### config.mk
export PLATFORM = sky130hd
export DESIGN_NAME = hall_sector_speed_decoder_top
export DESIGN_NICKNAME = d
export VERILOG_FILES = /design/src/hw/rtl/hssd_pkg.sv /design/src/hw/rtl/hssd_div.sv /design/src/hw/rtl/hssd_track.sv /design/src/hw/rtl/hall_sector_speed_decoder_top.sv
export VERILOG_INCLUDE_DIRS = /design/src /design/src/hw/rtl
export SDC_FILE = /design/constraint.sdc
export NUM_CORES = 1
export LEC_CHECK = 0
export ABC_CLOCK_PERIOD_IN_PS = 7700
export BUFFER_PORTS_ARGS = -buffer_cell sky130_fd_sc_hd__buf_2
export CAP_MARGIN = 5
export CORE_ASPECT_RATIO = 1.5
export CORE_UTILIZATION = 49
export DETAILED_ROUTE_END_ITERATION = 8
export PLACE_DENSITY = 0.78
export SLEW_MARGIN = 30
export SYNTH_ARGS = -nofsm -noshare
export SYNTH_HDL_FRONTEND = slang
export SYNTH_SLANG_ARGS = --single-unit
export TNS_END_PERCENT = 30
### constraint.sdc
create_clock -name clk -period 7.7 [get_ports clk]
set_clock_uncertainty 0.2 [all_clocks]
set_input_delay 1.54 -clock clk [delete_from_list [all_inputs] [get_ports clk]]
set_output_delay 1.54 -clock clk [all_outputs]
set_load 0.005 [all_outputs]
### src/hw/rtl/hall_sector_speed_decoder_top_assert.svh
// Assertion macros for the hall sector and speed decoder top level.
// Expects signals named clk and arst_n in the scope that uses the macros.
`ifndef HALL_SECTOR_SPEED_DECODER_TOP_ASSERT_SVH
`define HALL_SECTOR_SPEED_DECODER_TOP_ASSERT_SVH

// Same-cycle implication, checked while out of reset.
`define HSSD_ASSERT_IMP(lbl, ante, cons, msg) \
	lbl: assert property (@(posedge clk) disable iff (!arst_n) (ante) |-> (cons)) \
		else $error(msg);

// Next-cycle implication, checked while out of reset.
`define HSSD_ASSERT_NXT(lbl, ante, cons, msg) \
	lbl: assert property (@(posedge clk) disable iff (!arst_n) (ante) |=> (cons)) \
		else $error(msg);

`endif

### src/hw/rtl/hssd_pkg.sv
// Shared types, constants and sector functions for the hall sector and speed decoder.
// No dependencies.
package hssd_pkg;

	localparam int NUM_WIDTH          = 24;
	localparam int SPEED_WIDTH        = 25;
	localparam int PERIOD_WIDTH_DEF   = 32;
	localparam int COUNT_WIDTH_DEF    = 16;
	localparam logic [NUM_WIDTH-1:0] NUM_RESET = 24'd500000;

	localparam logic [2:0] SECTOR_INVALID = 3'd7;
	localparam logic [2:0] SECTOR_LAST    = 3'd5;

	localparam logic signed [1:0] DIR_NONE = 2'sb00;
	localparam logic signed [1:0] DIR_FWD  = 2'sb01;
	localparam logic signed [1:0] DIR_REV  = 2'sb11;

	typedef enum logic [1:0] {
		ST_IDLE,
		ST_DIV,
		ST_HOLD
	} hssd_state_t;

	// Update request from the sequencer to the tracking registers.
	typedef struct packed {
		logic                 upd;
		logic [2:0]           code;
		logic [NUM_WIDTH-1:0] speed;
	} hssd_upd_t;

	// Hall code to sector index; codes 0 and 7 are not valid hall states.
	function automatic logic [2:0] hssd_sector(input logic [2:0] code);
		logic [2:0] idx;
		unique case (code)
			3'd6:    idx = 3'd0;
			3'd4:    idx = 3'd1;
			3'd5:    idx = 3'd2;
			3'd1:    idx = 3'd3;
			3'd3:    idx = 3'd4;
			3'd2:    idx = 3'd5;
			default: idx = SECTOR_INVALID;
		endcase
		return idx;
	endfunction

	// Next sector in the forward direction, wrapping after the last one.
	function automatic logic [2:0] hssd_step_up(input logic [2:0] idx);
		return (idx >= SECTOR_LAST) ? 3'd0 : idx + 3'd1;
	endfunction

	// Electrical angle in degrees of a sector index.
	function automatic logic [8:0] hssd_angle(input logic [2:0] idx);
		logic [8:0] ang;
		unique case (idx)
			3'd0:    ang = 9'd0;
			3'd1:    ang = 9'd60;
			3'd2:    ang = 9'd120;
			3'd3:    ang = 9'd180;
			3'd4:    ang = 9'd240;
			3'd5:    ang = 9'd300;
			default: ang = 9'd0;
		endcase
		return ang;
	endfunction

endpackage

### src/hw/rtl/hssd_div.sv
// Restoring radix-2 divider, one quotient bit per cycle.
// Depends on hssd_pkg for the dividend width.
module hssd_div import hssd_pkg::*; #(
	parameter int PERIOD_WIDTH = PERIOD_WIDTH_DEF
) (
	input  logic                    clk,
	input  logic                    arst_n,
	input  logic                    start,
	input  logic [NUM_WIDTH-1:0]    dividend,
	input  logic [PERIOD_WIDTH-1:0] divisor,
	output logic                    done,
	output logic [NUM_WIDTH-1:0]    quotient
);

	localparam int CNT_W = $clog2(NUM_WIDTH);
	localparam logic [CNT_W-1:0] CNT_LAST = CNT_W'(NUM_WIDTH - 1);

	logic [PERIOD_WIDTH-1:0] rem_q;
	logic [PERIOD_WIDTH-1:0] dsr_q;
	logic [NUM_WIDTH-1:0]    quo_q;
	logic [CNT_W-1:0]        cnt_q;
	logic                    busy_q;
	logic                    done_q;
	logic [PERIOD_WIDTH:0]   trial;
	logic [PERIOD_WIDTH:0]   diff;
	logic                    fits;

	// A zero divisor never borrows, so the quotient comes out all ones,
	// which is exactly the saturated speed.
	assign trial = {rem_q, quo_q[NUM_WIDTH-1]};
	assign diff  = trial - {1'b0, dsr_q};
	assign fits  = (trial >= {1'b0, dsr_q});

	always_ff @(posedge clk or negedge arst_n) begin
		if (!arst_n) begin
			busy_q <= 1'b0;
			done_q <= 1'b0;
			cnt_q  <= '0;
		end else begin
			done_q <= 1'b0;
			if (start) begin
				busy_q <= 1'b1;
				cnt_q  <= '0;
			end else if (busy_q) begin
				cnt_q <= cnt_q + CNT_W'(1);
				if (cnt_q == CNT_LAST) begin
					busy_q <= 1'b0;
					done_q <= 1'b1;
				end
			end
		end
	end

	always_ff @(posedge clk) begin
		if (start) begin
			rem_q <= '0;
			dsr_q <= divisor;
			quo_q <= dividend;
		end else if (busy_q) begin
			rem_q <= fits ? diff[PERIOD_WIDTH-1:0] : trial[PERIOD_WIDTH-1:0];
			quo_q <= {quo_q[NUM_WIDTH-2:0], fits};
		end
	end

	assign done     = done_q;
	assign quotient = quo_q;

endmodule

### src/hw/rtl/hssd_track.sv
// Sector, direction, signed speed and position count registers.
// Depends on hssd_pkg for the sector map and the update struct.
module hssd_track import hssd_pkg::*; #(
	parameter int COUNT_WIDTH = COUNT_WIDTH_DEF
) (
	input  logic                          clk,
	input  logic                          arst_n,
	input  hssd_upd_t                     upd,
	output logic [2:0]                    sector,
	output logic signed [1:0]             dir,
	output logic signed [SPEED_WIDTH-1:0] speed,
	output logic [COUNT_WIDTH-1:0]        count
);

	logic [2:0]                    sec_q;
	logic signed [1:0]             dir_q;
	logic signed [SPEED_WIDTH-1:0] spd_q;
	logic [COUNT_WIDTH-1:0]        cnt_q;
	logic [2:0]                    nxt;
	logic signed [1:0]             dir_new;
	logic signed [1:0]             dir_eff;
	logic [SPEED_WIDTH-1:0]        mag;

	assign nxt = hssd_sector(upd.code);
	assign mag = {1'b0, upd.speed};

	always_comb begin
		if (nxt == hssd_step_up(sec_q)) begin
			dir_new = DIR_FWD;
		end else if (sec_q == hssd_step_up(nxt)) begin
			dir_new = DIR_REV;
		end else begin
			dir_new = DIR_NONE;
		end
		// An invalid hall code keeps the stored direction in force.
		dir_eff = (nxt == SECTOR_INVALID) ? dir_q : dir_new;
	end

	always_ff @(posedge clk or negedge arst_n) begin
		if (!arst_n) begin
			sec_q <= '0;
			dir_q <= DIR_NONE;
			spd_q <= '0;
			cnt_q <= '0;
		end else if (upd.upd) begin
			if (nxt != SECTOR_INVALID) begin
				sec_q <= nxt;
				dir_q <= dir_new;
			end
			if (dir_eff == DIR_FWD) begin
				spd_q <= mag;
				cnt_q <= cnt_q + COUNT_WIDTH'(1);
			end else if (dir_eff == DIR_REV) begin
				spd_q <= SPEED_WIDTH'(0) - mag;
				cnt_q <= cnt_q - COUNT_WIDTH'(1);
			end
		end
	end

	assign sector = sec_q;
	assign dir    = dir_q;
	assign speed  = spd_q;
	assign count  = cnt_q;

endmodule

### src/hw/rtl/hall_sector_speed_decoder_top.sv
// Top level of the hall sector and speed decoder: sequencer, numerator register, output flag.
// Depends on hssd_pkg, hssd_div, hssd_track and the assertion macro header.
//
// Usage. Each hall edge is presented as one item on the input channel (in_valid/in_ready)
// carrying hall_code and capture_period. The block answers every item with exactly one
// item on the output channel (out_valid/out_ready): the sector angle, the direction,
// the signed speed and the position count after that edge.
// The speed is speed_numerator divided by the low PERIOD_WIDTH bits of the period,
// truncated; a zero period gives the all-ones maximum. The numerator is written through
// the cfg_valid/cfg_ready channel, which is always ready; write it only while idle.
// Rate. A shared restoring divider produces one quotient bit per cycle. out_valid rises
// when the result is registered, and in_ready returns at the same edge, so the block takes
// no new item while one is in the divider or waiting to be committed. While a result waits
// to be taken, the next item is still accepted and divided; its update is held until the
// output is free, so a stalled receiver only delays the result and loses nothing.
// Reset. arst_n clears the sector to index zero, the direction, the speed and the count
// to zero, the numerator to 500000, and empties the output.
`include "hall_sector_speed_decoder_top_assert.svh"

module hall_sector_speed_decoder_top import hssd_pkg::*; #(
	parameter int PERIOD_WIDTH = PERIOD_WIDTH_DEF,
	parameter int COUNT_WIDTH  = COUNT_WIDTH_DEF
) (
	input  logic                          clk,
	input  logic                          arst_n,
	input  logic                          cfg_valid,
	output logic                          cfg_ready,
	input  logic [NUM_WIDTH-1:0]          speed_numerator,
	input  logic                          in_valid,
	output logic                          in_ready,
	input  logic [2:0]                    hall_code,
	input  logic [31:0]                   capture_period,
	output logic                          out_valid,
	input  logic                          out_ready,
	output logic [8:0]                    sector_angle,
	output logic signed [1:0]             direction,
	output logic signed [SPEED_WIDTH-1:0] signed_speed,
	output logic signed [15:0]            position_count
);

	hssd_state_t state_q, state_d;

	logic [NUM_WIDTH-1:0]   num_q;
	logic [2:0]             code_q;
	logic                   out_valid_q;
	logic                   in_acc;
	logic                   div_done;
	logic [NUM_WIDTH-1:0]   quo;
	logic                   slot_free;
	logic                   commit;
	hssd_upd_t              upd;
	logic [2:0]             sector;
	logic [COUNT_WIDTH-1:0] count;
	logic [31:0]            count_ext;

	assign cfg_ready = 1'b1;
	assign in_ready  = (state_q == ST_IDLE);
	assign in_acc    = in_valid && in_ready;

	// The output slot is free when it is empty or is being emptied this cycle.
	assign slot_free = !out_valid_q || out_ready;

	always_ff @(posedge clk or negedge arst_n) begin
		if (!arst_n) begin
			num_q <= NUM_RESET;
		end else if (cfg_valid && cfg_ready) begin
			num_q <= speed_numerator;
		end
	end

	always_ff @(posedge clk) begin
		if (in_acc) begin
			code_q <= hall_code;
		end
	end

	always_ff @(posedge clk or negedge arst_n) begin
		if (!arst_n) begin
			state_q <= ST_IDLE;
		end else begin
			state_q <= state_d;
		end
	end

	// Sequencer: wait for an item, run the divider, then commit the update once the
	// output slot can take the new result.
	always_comb begin
		state_d = state_q;
		commit  = 1'b0;
		unique case (state_q)
			ST_IDLE: begin
				if (in_acc) begin
					state_d = ST_DIV;
				end
			end
			ST_DIV: begin
				if (div_done) begin
					if (slot_free) begin
						commit  = 1'b1;
						state_d = ST_IDLE;
					end else begin
						state_d = ST_HOLD;
					end
				end
			end
			ST_HOLD: begin
				if (slot_free) begin
					commit  = 1'b1;
					state_d = ST_IDLE;
				end
			end
			default: begin
				state_d = ST_IDLE;
			end
		endcase
	end

	always_ff @(posedge clk or negedge arst_n) begin
		if (!arst_n) begin
			out_valid_q <= 1'b0;
		end else if (commit) begin
			out_valid_q <= 1'b1;
		end else if (out_ready) begin
			out_valid_q <= 1'b0;
		end
	end

	hssd_div #(
		.PERIOD_WIDTH(PERIOD_WIDTH)
	) u_div (
		.clk      (clk),
		.arst_n   (arst_n),
		.start    (in_acc),
		.dividend (num_q),
		.divisor  (capture_period[PERIOD_WIDTH-1:0]),
		.done     (div_done),
		.quotient (quo)
	);

	assign upd.upd   = commit;
	assign upd.code  = code_q;
	assign upd.speed = quo;

	// The tracking registers change only on a commit, which happens only when the
	// output slot is free, so they double as the output payload.
	hssd_track #(
		.COUNT_WIDTH(COUNT_WIDTH)
	) u_track (
		.clk    (clk),
		.arst_n (arst_n),
		.upd    (upd),
		.sector (sector),
		.dir    (direction),
		.speed  (signed_speed),
		.count  (count)
	);

	// The count wraps at its own width and is then shown in 16 bits.
	assign count_ext      = 32'(count);
	assign position_count = count_ext[15:0];
	assign sector_angle   = hssd_angle(sector);
	assign out_valid      = out_valid_q;

	`HSSD_ASSERT_NXT(a_accept_starts_div, in_acc, state_q == ST_DIV,
		"accepted item did not start the divider")
	`HSSD_ASSERT_IMP(a_done_in_div, div_done, state_q == ST_DIV,
		"divider finished outside the divide state")
	`HSSD_ASSERT_IMP(a_rise_after_work, $rose(out_valid_q),
		$past(state_q) == ST_DIV || $past(state_q) == ST_HOLD,
		"result appeared without a finished division")
	`HSSD_ASSERT_IMP(a_count_moves_on_result, !$stable(count), $rose(out_valid_q) ||
		(out_valid_q && $past(out_valid_q) && $past(out_ready)),
		"position count changed without a new result")

endmodule

==> run_results.csv <==
group,metric,value,unit
routing,via_per_inst,5.62,
yosys,syn_inst,1092,
clock_tree,cts.clk_slew.worst_paths,0.07,ns
power,seq_power_share,33.0,%
global_routing,grt_max_degree,81,
power,ir_drop,0.180,mV
power,leakage,5.27,nW
timing,relSlewSlack,36.0,%
yosys,synth_top_family_by_area,"compound AO/OA/AOI/OAI gates",
global_routing,use_met2,41.9,%
power,comb_power_share,46.8,%
min_path,hp-class,"flop to flop",
clock_tree,post_cts_resized,0,
timing,setup_viol_count_final,0,
cells_and_area,nets,1308,
global_routing,grt_pass1_vias,8024,
routing,wl_per_cell,15.7,um
floorplan,start_util,49.9,%
timing,tightestPinTransition,0.958,ns
clock_tree,holdBufCountCts,0,
clock_tree,cts_max_level,4,
clock_tree,cts_tree,"done",
yosys,synth_xor_area_share,6.03,%
worst_setup_path,cp.required,7.82,ns
yosys,syn_area,10100,um2
worst_setup_path,cp_max_fo,26,
clock_tree,clock_path_buffers,2,
routing,dr.pass1.iters,5,
floorplan,boundaryPins,119,
timing,fin_crit_sh,72.5,%
yosys,ys_seq_area_share,43.6,%
worst_setup_path,cp-start-kind,"flop",
timing,hold_viol,0,
flow_run,drv_cap,0,
timing,period_minus_slack,5.59,ns
power,internal-power,0.00254,W
power,p_per_area,370,nW/um2
yosys,ys_warn_count,0,
timing,tns,0,ns
timing,slew_violations,0,
placed_design,portBuffers,115,
worst_setup_path,r2r_cells,16,
power,clkPwrFrac,20.3,%
floorplan,row_count,64,
timing,holdWs,0.279,ns
floorplan,die_x,119,um
routing,drt_iter0_markers,463,
min_path,min_to,"u_track.speed[5]",
power,p_switching,0.00171,W
yosys,synth_ff_type,"dfrtp_1",
yosys,synth_compound_area_share,17.7,%
floorplan,dieHeight,178,um
power,sw_frac_of_total,40.2,%
yosys,synth_adder_area_share,7.79,%
yosys,synth-seq-cells,171,
worst_setup_path,worstSetupPathType,"flop to flop",
global_routing,grt_first_pass_wirelength,37.7,mm
cells_and_area,syn2layout_area_growth,13.1,%
timing,rsz0062_at_grt,"no",
yosys,syn_area_per_cell,9.29,um2
routing,drc_errors,0,
worst_setup_path,crit_arrival,5.71,ns
yosys,synth_cell_type_count,81,
global_routing,antenna_found_initial,1,
clock_tree,clock_sinks,171,
yosys,async_flop_share,46.8,%
cells_and_area,drive_gt1_share,18.7,%
worst_setup_path,end_kind,"flop",
min_path,hp-start,"u_track.speed[5]",
yosys,muxShareOfSynthArea,4.39,%
global_routing,met3_usage,4.00,%
floorplan,floorplan.die_area,21300,um2
clock_tree,postCtsSetupBuffers,0,
run_status,outcome,"complete, no violations",
routing,dr_total_vias,8206,
worst_setup_path,reg2reg_slack,2.11,ns
clock_tree,ctsRootBufferMaster,"clkbuf_16",
min_path,min_path_cells,2,
floorplan,core,20300,um2
routing,wl,22.9,mm
routing,antenna_left,0,
global_routing,grt_overflow,0,
worst_setup_path,reg2reg_from,"u_track.sector[0]",
timing,fmax,179,MHz
global_routing,grt-busiest-layer,"met2",
yosys,synth_edf_count,59,
worst_setup_path,rr_endpoint,"u_track.count[15]",
placed_design,dp_hpwl,16.4,mm
yosys,yosys.area_share.simple,15.6,%
global_routing,met1_usage,23.9,%
clock_tree,clk_latency,0.44,ns
placed_design,globalplace.congestion,0.879,
global_routing,grt_util_all_layers,22.4,%
clock_tree,cts_made_buffers,17,
-- flip-flops by register name, summed over array words and instances, names as in the netlist, 2 cells and up --
register,flops
state_q,2
u_track.count,16
u_div.dsr_q,32
num_q,24
u_track.sector,3
u_div.rem_q,32
u_track.dir,2
code_q,3
u_track.speed,25
u_div.quotient,24
u_div.cnt_q,5
-- how the worst max path moves through the flow --
| stage | to | startpoint | depth (start not counted) | slack (ns) |
|---|---|---|---|---|
| 3_5_place_dp | u_track.count[15] | u_track.sector[0] | 16 | 2.20 |
| 5_1_grt | u_track.count[15] | u_track.sector[0] | 16 | 1.87 |
| 6_report | u_track.count[15] | u_track.sector[0] | 16 | 2.11 |
| 3_3_place_gp | u_track.count[15] | u_track.sector[0] | 16 | 2.39 |
| 4_1_cts | u_track.count[15] | u_track.sector[0] | 16 | 2.18 |
| 2_1_floorplan | u_track.count[15] | u_track.sector[0] | 17 | 2.89 |
-- power groups by stage --
stage / clock, W / sequential (W) / combinational [W]
3_3_place_gp: 0 / 0.00141 / 0.00190
3_5_place_dp: 0 / 0.00141 / 0.00195
6_report: 0.000861 / 0.00140 / 0.00199
5_1_grt: 0.000909 / 0.00143 / 0.00222
2_1_floorplan: 0 / 0.00136 / 0.00155
4_1_cts: 0.000880 / 0.00140 / 0.00196
-- cell usage after synthesis (all sizes together), types with 10 or more instances --
master | n | area [um2]
clkbuf | 30 | 115
edfxtp | 59 | 1770
o21a | 10 | 75.1
inv | 65 | 244
a31oi | 26 | 178
dfrtp | 73 | 1830
a21o | 18 | 136
nand3 | 18 | 90.1
nor2b | 10 | 62.6
nor2 | 50 | 188
nor3 | 26 | 130
o21ai | 100 | 508
ha | 60 | 751
a211oi | 10 | 75.1
mux2 | 33 | 375
xor2 | 28 | 253
buf | 20 | 126
a21oi | 55 | 275
nand2 | 185 | 694
xnor2 | 41 | 359
dfxtp | 32 | 641
-- layout by cell type, fill, tap and decap left out, drive strengths merged, types with 4 or more instances in the layout --
cell type,Yosys,layout
nand2,185,185
o21ai,100,100
nor2b,10,10
and3,7,7
edfxtp,59,59
nor3,26,26
buf,20,120
o311ai,4,4
o21bai,5,5
ha,60,60
nor4,5,5
nor2,50,50
xor2,28,28
o31ai,6,6
nand3,18,18
a21oi,55,55
clkbuf,30,19
or3,7,7
xnor2,41,41
or2,9,9
a31oi,26,26
a211oi,10,10
mux2i,7,7
nand4,9,9
dfstp,7,7
dfrtp,73,73
a21o,18,18
o211ai,9,9
and2,6,6
a31o,9,9
mux2,33,33
dfxtp,32,32
inv,65,71
o21a,10,10
nand2b,6,6
-- metrics by stage --
step | area [um2] | utilization [%] | instances | power (W) | setup WS [ns]
2_1_floorplan | 10100 | - | 1093 | 0.00290 | 2.89
3_3_place_gp | 10900 | 53.4 | 1426 | 0.00331 | 2.39
3_5_place_dp | 10900 | 53.4 | 1426 | 0.00336 | 2.20
4_1_cts | 11500 | 56.3 | 1458 | 0.00424 | 2.18
5_1_grt | 11500 | 56.4 | 1460 | 0.00456 | 1.87
6_report | 11500 | 56.4 | 1460 | 0.00425 | 2.11
-- routing by layer --
layer	share of wire, %	vias to the layer above
li1	-	4055
met1	39	3873
met2	54	212
met3	3.9	66
met4	3.6	0
met5	0	-
-- worst max-delay path, stage by stage (launching register included) --
cell	delay, ns
dfrtp_1	0.52
inv_1	0.18
ha_1	0.42
or4_4	0.51
o211ai_2	0.08
a21oi_1	0.08
a221o_2	0.48
o22a_2	0.45
ha_1	0.39
a211oi_1	0.30
o21ai_0	0.14
a31o_2	0.27
a311oi_1	0.57
o211ai_1	0.19
a21oi_1	0.20
mux2_4	0.33
xor2_2	0.14
-- layout make-up --
| cell class | instances | area (um2) |
|---|---|---|
| clock inverters | 13 | 156 |
| clock buffers | 19 | 433 |
| repair buffers | 120 | 627 |
| well taps | 264 | 330 |
| inverters | 65 | 244 |
| fillers | 1830 | 8870 |
| multi-input cells | 807 | 5260 |
| diodes | 1 | 2.50 |
| flip-flops and latches | 171 | 4420 |
-- logic make-up (layout without fill, tap and decap cells) --
group | count (synthesis) | in the layout
AO/OA/AOI/OAI | 282 | 282
XOR/XNOR | 69 | 69
adder cells (fa/ha/maj) | 62 | 62
buffers and inverters | 115 | 217
flip-flops | 171 | 171
multiplexers | 40 | 40
other | 2 | 4
AND/OR/NAND/NOR | 351 | 351
Power figures use the tool's default switching activity.
